**src/qpm_pkg.sv**
```systemverilog
package qpm_pkg;

  localparam int unsigned NUM_ENTRIES = 9;
  localparam int unsigned QUO_W       = 62;
  localparam int unsigned DEN_W       = 33;
  localparam int unsigned MAG_W       = 32;
  localparam int unsigned TOUT_W      = 48;
  localparam int unsigned SCALE_W     = 24;
  localparam int unsigned LO_W        = 31;
  localparam int unsigned HI_W        = QUO_W - LO_W;
  localparam int unsigned PROD_W      = MAG_W + LO_W;
  localparam int unsigned FULL_W      = PROD_W + LO_W;
  localparam int unsigned ROUND_POS   = 45;
  localparam int unsigned SHIFT       = 46;
  localparam int unsigned ENT_W       = 17;
  localparam logic [15:0] ONE_Q14     = 16'd16384;
  localparam logic [NUM_ENTRIES-1:0] IS_DIAG = 9'b100010001;

  // payload that rides along the divider chain
  typedef struct packed {
    logic                             nz;
    logic [NUM_ENTRIES-1:0]           neg;
    logic [NUM_ENTRIES-1:0][MAG_W-1:0] mag;
    logic [2:0][TOUT_W-1:0]           t;
  } pl_t;

  // divider working state
  typedef struct packed {
    logic [DEN_W-1:0] den;
    logic [DEN_W-1:0] rem;
    logic [QUO_W-1:0] quo;
  } div_t;

endpackage

```
**src/qpm_div_cell.sv**
```systemverilog
module qpm_div_cell (
  input  logic         clk_i,
  input  logic         rst_ni,
  input  logic         en_i,
  input  logic         bit_i,
  input  logic         valid_i,
  input  qpm_pkg::div_t div_i,
  input  qpm_pkg::pl_t  pl_i,
  output logic         valid_o,
  output qpm_pkg::div_t div_o,
  output qpm_pkg::pl_t  pl_o
);
  import qpm_pkg::*;

  logic [DEN_W:0] sh;
  logic [DEN_W:0] diff;
  logic           ge;
  div_t           div_d;
  logic           valid_q;
  div_t           div_q;
  pl_t            pl_q;

  // one restoring step: shift in a dividend bit, subtract when it fits
  always_comb begin
    sh    = {div_i.rem, bit_i};
    diff  = sh - {1'b0, div_i.den};
    ge    = (sh >= {1'b0, div_i.den});
    div_d.den = div_i.den;
    div_d.rem = ge ? diff[DEN_W-1:0] : sh[DEN_W-1:0];
    div_d.quo = {div_i.quo[QUO_W-2:0], ge};
  end

  always_ff @(posedge clk_i or negedge rst_ni) begin
    if (!rst_ni) begin
      valid_q <= 1'b0;
    end else if (en_i) begin
      valid_q <= valid_i;
    end
  end

  always_ff @(posedge clk_i) begin
    if (en_i) begin
      div_q <= div_d;
      pl_q  <= pl_i;
    end
  end

  assign valid_o = valid_q;
  assign div_o   = div_q;
  assign pl_o    = pl_q;

endmodule

```
**config.mk**
```make
export PLATFORM = sky130hd
export DESIGN_NAME = qpm_div_cell
export DESIGN_NICKNAME = d
export VERILOG_FILES = /design/src/qpm_pkg.sv /design/src/qpm_div_cell.sv
export SDC_FILE = /design/constraint.sdc
export NUM_CORES = 1
export LEC_CHECK = 0
export BUFFER_PORTS_ARGS = -buffer_cell sky130_fd_sc_hd__buf_2
export CAP_MARGIN = 20
export CORE_AREA = 2 2 445 447
export CTS_CLUSTER_SIZE = 20
export DETAILED_ROUTE_END_ITERATION = 8
export DIE_AREA = 0 0 447 449
export PLACE_DENSITY_LB_ADDON = 0.2
export SETUP_SLACK_MARGIN = 0.1
export SLEW_MARGIN = 20
export SYNTH_ARGS = -nofsm -noshare
export SYNTH_HDL_FRONTEND = slang
export SYNTH_SLANG_ARGS = --single-unit
```
**constraint.sdc**
```tcl
create_clock -name clk_i -period 2.05 [get_ports clk_i]
set_input_delay 0.1025 -clock clk_i [delete_from_list [all_inputs] [get_ports clk_i]]
set_output_delay 0.1025 -clock clk_i [all_outputs]
set_load 0.01 [all_outputs]
```
**After elaboration in Yosys (flattened, before gate mapping)**

Index checks and enable logic that the tools add are counted.

- Flip-flop bits (word level): 571
- Input bits: 575
- Output and inout port bits: 571
- Word-level logic and storage cells: 21

- Add/sub/neg operators: 1
- Magnitude comparators: 1
- Multiplexer cells: 1

Operators with widths:

| operator | number |
|---|---|
| greater-or-equal comparator 34 x 33 -> 1 bit | 1 |
| two-way mux 33 bit | 1 |
| subtractor 33 bit | 1 |

**Depth between registers and ports, before layout**

Gate-level depths: netlist of run 1.

- Word-level depth: 2
- Depth in mapped cells: 14
- Depth with buffers taken out: 12

**Worst setup path after synthesis of run 1**

Ideal clock, no wire load.

- Kind: input-to-reg
- Start point: input port bit_i
- End point: register div_q (netlist bit div_o[63]) (data pin)
- Arrival time: 2.289 ns
- Required time: 1.790 ns
- Path slack: -0.499 ns
- Stages on the path: 12
- Setup time: 0.260 ns
- Cell sequence: inv_1 -> ha_1 -> inv_1 -> fa_1 -> a21o_1 -> a221oi_2 -> o21ai_2 -> a21boi_2 -> o31ai_2 -> a21oi_4 -> buf_12 -> mux2_4

RTL lines:

| what | line | text |
|---|---|---|
| from (decl) | qpm_div_cell.sv:5 | `input logic bit_i,` |
| to (signal assigned) | qpm_div_cell.sv:43 | `div_q <= div_d;` |
| to (decl) | qpm_div_cell.sv:20 | `div_t div_q;` |

==> results.md, run 1 <==
* Status: complete, but fails checks
* Failing checks: hold timing
* Worst Hold Margin at -213 ps
* CP Cell Sequence: dlygate4sd3_1 > buf_2 > ha_1 > a211o_1 > a31oi_1 > nand2_1 > a21oi_4 > buf_12 > mux2_4
* First-pass DRT Iterations at 4
* CTS tree: built
* Slew HR at 69.5%
* Final Wtd Congestion at 0.885
* Remaining antenna violation count at 0
* Critical path's slowest cell: dlygate4sd3_1
* Clock Skew at 0 ps
* Clk slew on worst S/H paths at 50 ps
* Worst hold path class: input port to flip-flop
* Die Wd at 447 um
* Synth Flop Type: edfxtp_1
* Grt ovf at 0
* # H-tree levels at 3
* RSZ-0062 raised after global routing: true
* WP buf/inv at 3
* Period utilisation layout at 99.3%
* Ys async rst share at 0.175%
* Initial core utilization at 10.0%
* Vias in the first global route at 18000
* DP HPWL at 99900 um
* Largest net degree at the start of global routing at 79
* Register-to-register setup slack at 1320 ps
* Die area at 0.201 mm^2
* Synth warn at 0
* Mapped Cells at 938
* Fin. Hold Viols at 1
* Fillers at 21600
* Fin nets at 3534
* Synthesized area per cell at 21.0 um^2
* Worst Path Max Fanout at 8
* Ports at 1146
* Crit path kind: input port to flip-flop
* LEAKAGE at 16.0 nW
* Arrival @ worst endpoint at 2470 ps
* Vias at 16900
* Fraction of layout cells with a size suffix above 1 at 51.0%
* GR Util All Layers at 11.5%
* Max-slew violations at 0
* Critical path depth at 9
* EDFF count, synth at 570
* Least-Margin Pin Slew at 457 ps
* Worst-case reg-to-reg path depth at 1
* # rows at 163
* Largest vdd supply drop at 0.555 mV
* Bufs on Longest Clock Path at 3
* Placed insts at 4896
* Drt drc at 0
* Max Cap Viol at 0
* Root Driver: clkbuf_16
* DP Area at 0.0303 mm^2
* Yosys cell types at 62
* Startpoint types: input port
* Finished Cell Area at 0.0388 mm^2
* Fmax at 491 MHz
* Final min period at 2040 ps
* Clock Latency Late Sink at 680 ps
* WHS Path Cells at 2
* Initial antenna violation count at 76
* First-pass GRT wire length at 156000 um
* Clk sink count at 571
* 1st-iter DRT viols at 875
* Total wire length at 120000 um
* FF+latch count, synth at 571
* Final setup vio count at 0
* Port Buffer Count at 1144
* WP data required at 2480 ps
* Pwr dens at 854 mW/mm^2
* CP top delay family: buffers and inverters
* Seq/Total Area, Yosys at 87.1%
* Max incr delay on CP at 580 ps
* Total core area at 0.196 mm^2
* CTS Buf Count at 79
* Setup_tns at 0 ps
* Final core occ at 19.8%
* Worst setup EP type: flip-flop
* Synthesized area at 0.0197 mm^2
* Routed wire per std cell at 21.2 um
* Fin cells at 5641
* Die height at 449 um
* Routed vias/inst at 3.00
* Layout Area Growth over Synthesis at 97.4%
* Syn Nets at 1547
[sequential cells by signal (all words and copies together), names as in the netlist]
| name | cells |
|---|---|
| pl_o | 442 |
| valid_o | 1 |
| div_o | 128 |
[synthesized netlist by cell type (all sizes together), types with 5 or more instances]
library cell	count	share of area, %
and3	9	0.30
xor2	13	0.58
nand4	5	0.16
xnor2	15	0.67
o21ai	48	1.7
o21bai	6	0.23
o31ai	6	0.28
inv	45	0.86
a21o	12	0.46
buf	14	0.68
a21oi	34	0.94
nor2	14	0.27
edfxtp	570	87
ha	33	2.1
nand3	6	0.15
nand2	52	1.1
[where the power goes]
part	internal (mW)	switching [mW]	leakage (nW)
clock	7.81	5.76	1.24
combinational	2.49	2.77	9.13
sequential	14.0	0.352	5.59
total	24.3	8.88	16.0
[timing repair]
| action | in CTS | in global routing |
|---|---|---|
| setup buffers | 3 | 2 |
| pin swaps | 8 | 11 |
| endpoints found under the hold margin | 650 | 3 |
| hold buffers | 581 | 2 |
| endpoints found under the setup margin | 33 | 34 |
| gates resized for setup | 7 | 18 |
[metal layers]
| layer | GRT usage, % | share of wire, % | vias up |
|---|---|---|---|
| met5 | 0 | 0.096 | - |
| met4 | 2.96 | 2.4 | 20 |
| met3 | 4.47 | 8.9 | 213 |
| met2 | 21.4 | 53 | 697 |
| met1 | 11.9 | 35 | 8324 |
| li1 | - | - | 7670 |
[area by class of cell]
cell class	instances	area, um^2	area share [%]
multi-input cells	305	2370	6.11
repair buffers	1923	13300	34.2
clock inverters	45	444	1.14
diodes	12	30.0	0.0773
inverters	45	181	0.467
clock buffers	100	2090	5.37
flip-flops and latches	571	17100	44.1
well taps	2640	3300	8.50
[cells by family after synthesis]
family / synth area share [%]
fa+ha+maj: 2.20
simple gates: 2.63
compound gates: 5.09
xor+xnor: 1.25
flops: 87.1
buf+inv: 1.60
mux: 0.133
[final timing paths]
kind,startpoint,to
max,div_i[93],div_o[63]
min,div_i[62],div_o[63]
max reg2reg,valid_o,valid_o
min reg2reg,valid_o,valid_o
max in group asynchronous,rst_ni,valid_o
min in group asynchronous,rst_ni,valid_o
[cell usage in the layout, fill, tap and decap left out, types with 4 or more instances in the layout]
master         instances
a21o_1                11
a21oi_1               30
and3_1                 7
buf_12                18
buf_2               1142
buf_4                177
bufinv_16              4
clkbuf_1              19
clkbuf_16             80
clkinv_1              10
clkinv_2              16
clkinv_4               6
diode_2               12
dlygate4sd3_1        583
edfxtp_1             570
ha_1                  29
inv_1                 42
nand2_1               39
nand2_2               13
nand2b_1               4
nand3_1                6
nand4_1                5
nor2_1                13
nor3_1                 4
o21a_1                 4
o21ai_0               13
o21ai_1               14
o21ai_2               19
o21bai_1               6
xnor2_1               15
xor2_1                13
[per-stage QoR]
stage,worst slack [ps],power (mW)
finish,14.8,33.2
global route,-8.16,34.7
CTS,16.5,34.0
detailed placement,-843,18.9
global placement,-824,19.0
floorplan,-388,15.7
Note: power is estimated with default switching activity, not from simulation.
==> run 2: changes to the inputs <==
--- a/config.mk
+++ b/config.mk
@@ -5,12 +5,13 @@
 export SDC_FILE = /design/constraint.sdc
 export NUM_CORES = 1
 export LEC_CHECK = 0
+export ABC_AREA = 1
 export BUFFER_PORTS_ARGS = -buffer_cell sky130_fd_sc_hd__buf_2
 export CAP_MARGIN = 20
-export CORE_AREA = 2 2 445 447
+export CORE_AREA = 2 2 449 451
 export CTS_CLUSTER_SIZE = 20
 export DETAILED_ROUTE_END_ITERATION = 8
-export DIE_AREA = 0 0 447 449
+export DIE_AREA = 0 0 451 453
 export PLACE_DENSITY_LB_ADDON = 0.2
 export SETUP_SLACK_MARGIN = 0.1
 export SLEW_MARGIN = 20
==> run 2 against run 1 <==
Compared with the run above:
- the run still ends with hold timing left
- worst hold slack gained 51 ps
- critical path depth is 5 higher
- sequential share of layout area increased by 0.083 points
- non-clock buffer count down 60
- final area decreased by 0.19%
- die area grew 1.8%
- flip-flop and latch count is the same
- combinational power shrank 2%
- critical path type unchanged
==> results.md, run 2 <==
* Clk slew on worst S/H paths at 50 ps (about the same)
* Synthesized area at 0.0205 mm^2 (+4.2%)
* Max-slew violations at 0 (unchanged)
* Drt drc at 0 (unchanged)
* Clock Skew at 0 ps (unchanged)
* Synth Area in XOR/XNOR at 0.598% (-0.65 points)
* Biggest area consumer among synthesized cells: edfxtp_1
* Fin. Hold Viols at 2 (+1)
* Simple-Gate Fraction of Synth Area at 9.68% (+7.0 points)
* Setup_tns at 0 ps (unchanged)
* Worst setup EP type: flip-flop
* CTS Buf Count at 73 (-7.6%)
* DP HPWL at 99200 um (-0.71%)
* Critical path depth at 14 (+5)
* Finished Cell Area at 0.0388 mm^2 (-0.19%)
* Worst Path Max Fanout at 7 (-1)
* Slew HR at 69.0% (-0.49 points)
* RSZ-0062 raised after global routing: false
* Clk sink count at 571 (unchanged)
* 1st-iter DRT viols at 1059 (+21%)
* CP Cell Sequence: buf_2 > inv_1 > dlygate4sd3_1 > fa_2 > buf_4 > nand3_1 > nand3_2 > nand2_2 > nand2_2 > nand2_4 > nand2_8 > buf_12 > nand3_1 > nand2_1
* Routed vias/inst at 2.99 (-0.29%)
* Top post-synthesis cells by area: edfxtp_1, nand2_1, inv_1, ha_1, nand3_1
* Initial core utilization at 10.3% (+0.26 points)
* Clock network fraction of total power at 39.2% (-1.7 points)
* Final core occ at 19.5% (-0.34 points)
* Reg power frac at 44.7% (+1.5 points)
* Most frequent cells in the layout: buf_2, dlygate4sd3_1, edfxtp_1
* Initial antenna violation count at 55 (-28%)
* Total wire length at 120000 um (-0.19%)
* Die Wd at 451 um (+0.89%)
* Fmax at 542 MHz (+10%)
* Mapped Cells at 1256 (+34%)
* Root Driver: clkbuf_16
* Worst Setup EP: div_o[93]
* Status: complete, but fails checks
* Fin nets at 3794 (+7.4%)
* Total core area at 0.199 mm^2 (+1.6%)
* Largest vdd supply drop at 0.588 mV (+5.9%)
* P_int at 23.3 mW (-4.1%)
* Placed insts at 5191 (+6.0%)
* Final setup vio count at 0 (unchanged)
* Final Wtd Congestion at 0.839 (-5.2%)
* First-pass GRT wire length at 156000 um (+0.44%)
* Least-Margin Pin Slew at 465 ps (+8.91 ps)
* WHS Path Cells at 3 (+1)
* Fin cells at 5906 (+4.7%)
* Synth warn at 0 (unchanged)
* Ys async rst share at 0.175% (unchanged)
* Most common cell in the synthesized netlist: edfxtp_1
* Ports at 1146 (unchanged)
* Comb power frac at 16.1% (+0.2 points)
* Critical path's slowest cell: dlygate4sd3_1
* FF+latch count, synth at 571 (unchanged)
* Grt ovf at 0 (unchanged)
* Worst R2R End: valid_o
* WP buf/inv at 5 (+2)
* Vias in the first global route at 18800 (+4.5%)
* Crit path kind: input port to flip-flop
* Register-to-register setup slack at 760 ps (-560 ps)
* Seq/Total Area, Yosys at 83.6% (-3.5 points)
* Max Cap Viol at 0 (unchanged)
* Period utilisation layout at 90.1% (-9.2 points)
* GR Util All Layers at 11.2% (-0.30 points)
* Synth Area in Adders at 2.11% (-0.089 points)
* Final min period at 1850 ps (-189 ps)
* # H-tree levels at 3 (unchanged)
* Sw Ratio at 27.2% (+0.39 points)
* Yosys cell types at 33 (-47%)
* Synthesized area per cell at 16.3 um^2 (-22%)
* Pwr dens at 825 mW/mm^2 (-3.4%)
* Synth Flop Type: edfxtp_1
* Port Buffer Count at 1144 (unchanged)
* Die area at 0.204 mm^2 (+1.8%)
* EDFF count, synth at 570 (unchanged)
* Fraction of layout cells with a size suffix above 1 at 44.1% (-6.8 points)
* Routed wire per std cell at 20.2 um (-4.7%)
* Arrival @ worst endpoint at 2260 ps (-210 ps)
* Syn Nets at 1865 (+21%)
* Worst Hold Margin at -162 ps (+51.3 ps)
* Max FFs per register at 442 (unchanged)
* First-pass DRT Iterations at 4 (unchanged)
* Vias at 17700 (+4.4%)
* LEAKAGE at 16.6 nW (+4.2%)
* Layout Area Growth over Synthesis at 89.1%
* Bufs on Longest Clock Path at 3 (unchanged)
* Synth top cells by count: edfxtp_1, nand2_1, inv_1
* # rows at 164 (+0.61%)
* Die height at 453 um (+0.89%)
* Post-synthesis mux area share at 0.0549% (-0.079 points)
* Critical Path Start: div_i[96]
* Worst-case reg-to-reg path depth at 2 (+1)
* Clock Latency Late Sink at 700 ps (+20 ps)
* Startpoint types: input port
* Largest family of logic cells by synthesized area: simple AND/OR/NAND/NOR gates
* Compound-gate portion of the synthesized area at 0.665% (-4.4 points)
* Largest net degree at the start of global routing at 74 (-6.3%)
* Worst hold path class: input port to flip-flop
* DP Area at 0.0307 mm^2 (+1.4%)
* Max incr delay on CP at 570 ps (about the same)
* Post-synth top area share at 83.5% (-3.5 points)
* CP top delay family: buffers and inverters
* WP data required at 2460 ps (-20 ps)
* RR Startpoint: valid_o
* Most common cell after layout, fill and taps aside: buf_2
* P_sw at 8.69 mW (-2.2%)
* Remaining antenna violation count at 0 (unchanged)
* CTS tree: built
* Failing checks: hold timing
## run 2: power groups by stage
stage	Sequential (mW)	Clock [mW]	Combinational, mW
after floorplan	15.0	0	0.768
after global placement	14.5	0	4.34
after detailed placement	14.5	0	4.31
after CTS	14.3	13.2	5.31
after global routing	14.4	13.5	5.58
final	14.3	12.5	5.14
## run 2: stage by stage
stage | total power, mW | setup WS (ps)
after floorplan | 15.8 | 302
after detailed placement | 18.8 | -318
final | 32.0 | 204
after global placement | 18.9 | -337
after CTS | 32.8 | 102
after global routing | 33.5 | 126
## run 2: how the worst min path moves through the flow
stage	start	end	slack [ps]
after detailed placement	rst_ni	valid_o	-120
after floorplan	rst_ni	valid_o	-190
after global routing	div_i[62]	div_o[63]	-200
after global placement	rst_ni	valid_o	-120
after CTS	div_i[95]	div_o[95]	-460
final	div_i[62]	div_o[63]	-160
## run 2: what timing repair did
action	CTS	global route
gates resized for setup	0	4
setup endpoints to repair	0	33
setup buffers	0	0
endpoints found under the hold margin	702	3
hold buffers	573	2
## run 2: tightest hold or removal path, stage by stage
cell,delay (ps)
buf_2,150
nand3_1,90
nand2_1,70
## run 2: metal layers
layer	routed length, um	vias to the layer above	part of all wire (%)	GRT usage (%)
met5	162	-	0.14	0.466
met4	5560	6	4.6	5.38
met3	7680	217	6.4	3.23
met2	64600	734	54	21.2
met1	41500	8418	35	11.1
li1	-	8292	-	-
## run 2: kinds of logic after synthesis
kind of cell	after synthesis
muxes	1
xor gates and xnor gates	14
AOI/OAI and AO/OA	25
and+or+nand+nor	442
DFF	571
buffers and inverters	169
adders and majority gates	34
## run 2: cell type report
type	instances	area, um^2
clock inverters	39	364
clock buffers	89	1890
flip-flops and latches	571	17100
inverters	160	601
repair buffers	1863	12700
diodes	12	30.0
well taps	2656	3320
multi-input cells	516	2700
fillers	21800	160000
==> run 3: changes to the inputs <==
==> constraint.sdc (replaced) <==
create_clock -name clk_i -period 2.2 [get_ports clk_i]
set_input_delay 0.11 -clock clk_i [delete_from_list [all_inputs] [get_ports clk_i]]
set_output_delay 0.11 -clock clk_i [all_outputs]
set_load 0.01 [all_outputs]
==> run 3 against run 2 <==
Compared with the run above:
- the run now ends clean
- final area grew 1.6%
- worst hold slack gained 230 ps
- global-route usage is essentially flat
- critical endpoint is now div_o[89]
- total power shrank 3.3%
- highest routed layer unchanged
- core utilization grew 0.32 points
- sequential share of layout area shrank 0.71 points
- flip-flop and latch count is the same
- wire length grew 1.1%
- die area is the same
- combinational power shrank 4.5%
- clock skew is the same
- largest power group unchanged
==> results.md, run 3 (synthesized netlist as in run 2, its figures left out) <==
* Status: completed
* Routed wire per std cell at 20.4 um (+1.0%)
* Fin. Hold Viols at 0 (-2)
* Largest vdd supply drop at 0.472 mV (-20%)
* Clk slew on worst S/H paths at 60 ps (about the same)
* Routed vias/inst at 3.01 (+0.64%)
* RSZ-0062 raised after global routing: true
* Fin nets at 3791 (-0.079%)
* Root Driver: clkbuf_16
* Initial core utilization at 10.3% (unchanged)
* Die area at 0.204 mm^2 (unchanged)
* Total wire length at 121000 um (+1.1%)
* Die Wd at 451 um (unchanged)
* Slew HR at 71.1% (+2.1 points)
* Ports at 1146 (unchanged)
* Largest net degree at the start of global routing at 72 (-2.7%)
* Most common cell after layout, fill and taps aside: buf_2
* WP data required at 2670 ps (+210 ps)
* GR Util All Layers at 11.2% (about the same)
* Max-slew violations at 0 (unchanged)
* Final core occ at 19.8% (+0.32 points)
* Worst Path Max Fanout at 4 (-3)
* Arrival @ worst endpoint at 2510 ps (+250 ps)
* Remaining antenna violation count at 0 (unchanged)
* Final min period at 2040 ps
* Worst Hold Margin at 64.3 ps (+226 ps)
* Port Buffer Count at 1144 (unchanged)
* Total chip power at 30.9 mW (-3.3%)
* First-pass GRT wire length at 156000 um (-0.10%)
* Grt ovf at 0 (unchanged)
* First-pass DRT Iterations at 5 (+1)
* Total core area at 0.199 mm^2 (unchanged)
* Most frequent cells in the layout: buf_2, dlygate4sd3_1, edfxtp_1
* Initial antenna violation count at 61 (+11%)
* Startpoint types: input port
* Fraction of layout cells with a size suffix above 1 at 45.6% (+1.4 points)
* LEAKAGE at 16.8 nW (+1.1%)
* Fmax at 489 MHz
* Drt drc at 0 (unchanged)
* Worst setup EP type: flip-flop
* CTS Buf Count at 77 (+5.5%)
* Max Cap Viol at 0 (unchanged)
* Clk sink count at 571 (unchanged)
* Final setup vio count at 0 (unchanged)
* Least-Margin Pin Slew at 434 ps (-31.2 ps)
* DP HPWL at 99300 um (about the same)
* Layout Area Growth over Synthesis at 92.1%
* Pwr dens at 785 mW/mm^2 (-4.8%)
* Bufs on Longest Clock Path at 3 (unchanged)
* CTS tree: built
* Clock Latency Late Sink at 680 ps (-20 ps)
* Max FFs per register at 442 (unchanged)
* Vias at 17800 (+0.71%)
* Setup_tns at 0 ps (unchanged)
* Worst hold path class: input port to flip-flop
* # H-tree levels at 3 (unchanged)
* Period utilisation layout at 92.9%
* # rows at 164 (unchanged)
* Crit path kind: input port to flip-flop
* Finished Cell Area at 0.0394 mm^2 (+1.6%)
* Die height at 453 um (unchanged)
* DP Area at 0.0306 mm^2 (-0.27%)
* Final Wtd Congestion at 0.841 (+0.29%)
* Vias in the first global route at 18500 (-1.4%)
* Clock Skew at 0 ps (unchanged)
* 1st-iter DRT viols at 998 (-5.8%)
run 3: stage by stage:
stage | instances | setup slack [ps]
4_1_cts | 5891 | 102
6_report | 5910 | 156
3_3_place_gp | 5175 | -225
2_1_floorplan | 1256 | 445
3_5_place_dp | 5175 | -237
5_1_grt | 5909 | 77.9
run 3: routing by layer:
metal	part of all wire [%]	vias up	GRT usage, %
li1	-	8300	-
met1	35	8538	11.5
met2	55	733	21.5
met3	6.2	217	2.89
met4	3.6	4	4.41
met5	0.017	-	0
run 3: area by class of cell:
type                            instances  area [um^2]
Multi-Input combinational cell        516         3000
Inverter                              160          601
Timing Repair Buffer                 1856        12800
Tap cell                             2656         3320
Sequential cell                       571        17100
Antenna cell                            8         20.0
Fill cell                           21900       160000
Clock inverter                         46          460
Clock buffer                           97         2040
run 3: repair_timing:
action | CTS | global route
resized for setup | 0 | 70
setup buffers | 0 | 5
endpoints found under the hold margin | 588 | 1
hold buffers | 573 | 1
endpoints found under the setup margin | 0 | 34
run 3: critical path, cell delays in order:
cell           delay (ps)
dlygate4sd3_1         540
buf_2                 120
inv_1                  50
ha_2                  380
nand2_1               140
inv_1                 100
nand2_1                90
nor3_1                150
nand2_1                70
nand2_1               240
nand2_1               240
nand2_1               120
nand2_1                60
nand3_2                60
nand2_1                40
run 3: path summary, 6_finish.rpt:
check,startpoint,endpoint,slack (ps),cells after the start
max reg2reg,valid_o,valid_o,1470,1
min,div_i[90],div_o[91],60,5
min in group asynchronous,rst_ni,valid_o,270,3
min reg2reg,valid_o,valid_o,500,1
max,div_i[103],div_o[89],160,15
max in group asynchronous,rst_ni,valid_o,1820,3
run 3: where the power goes:
part | switching, mW | internal, mW
Sequential | 0.313 | 13.0
Clock | 5.34 | 7.35
Combinational | 2.68 | 2.23
Total | 8.34 | 22.6
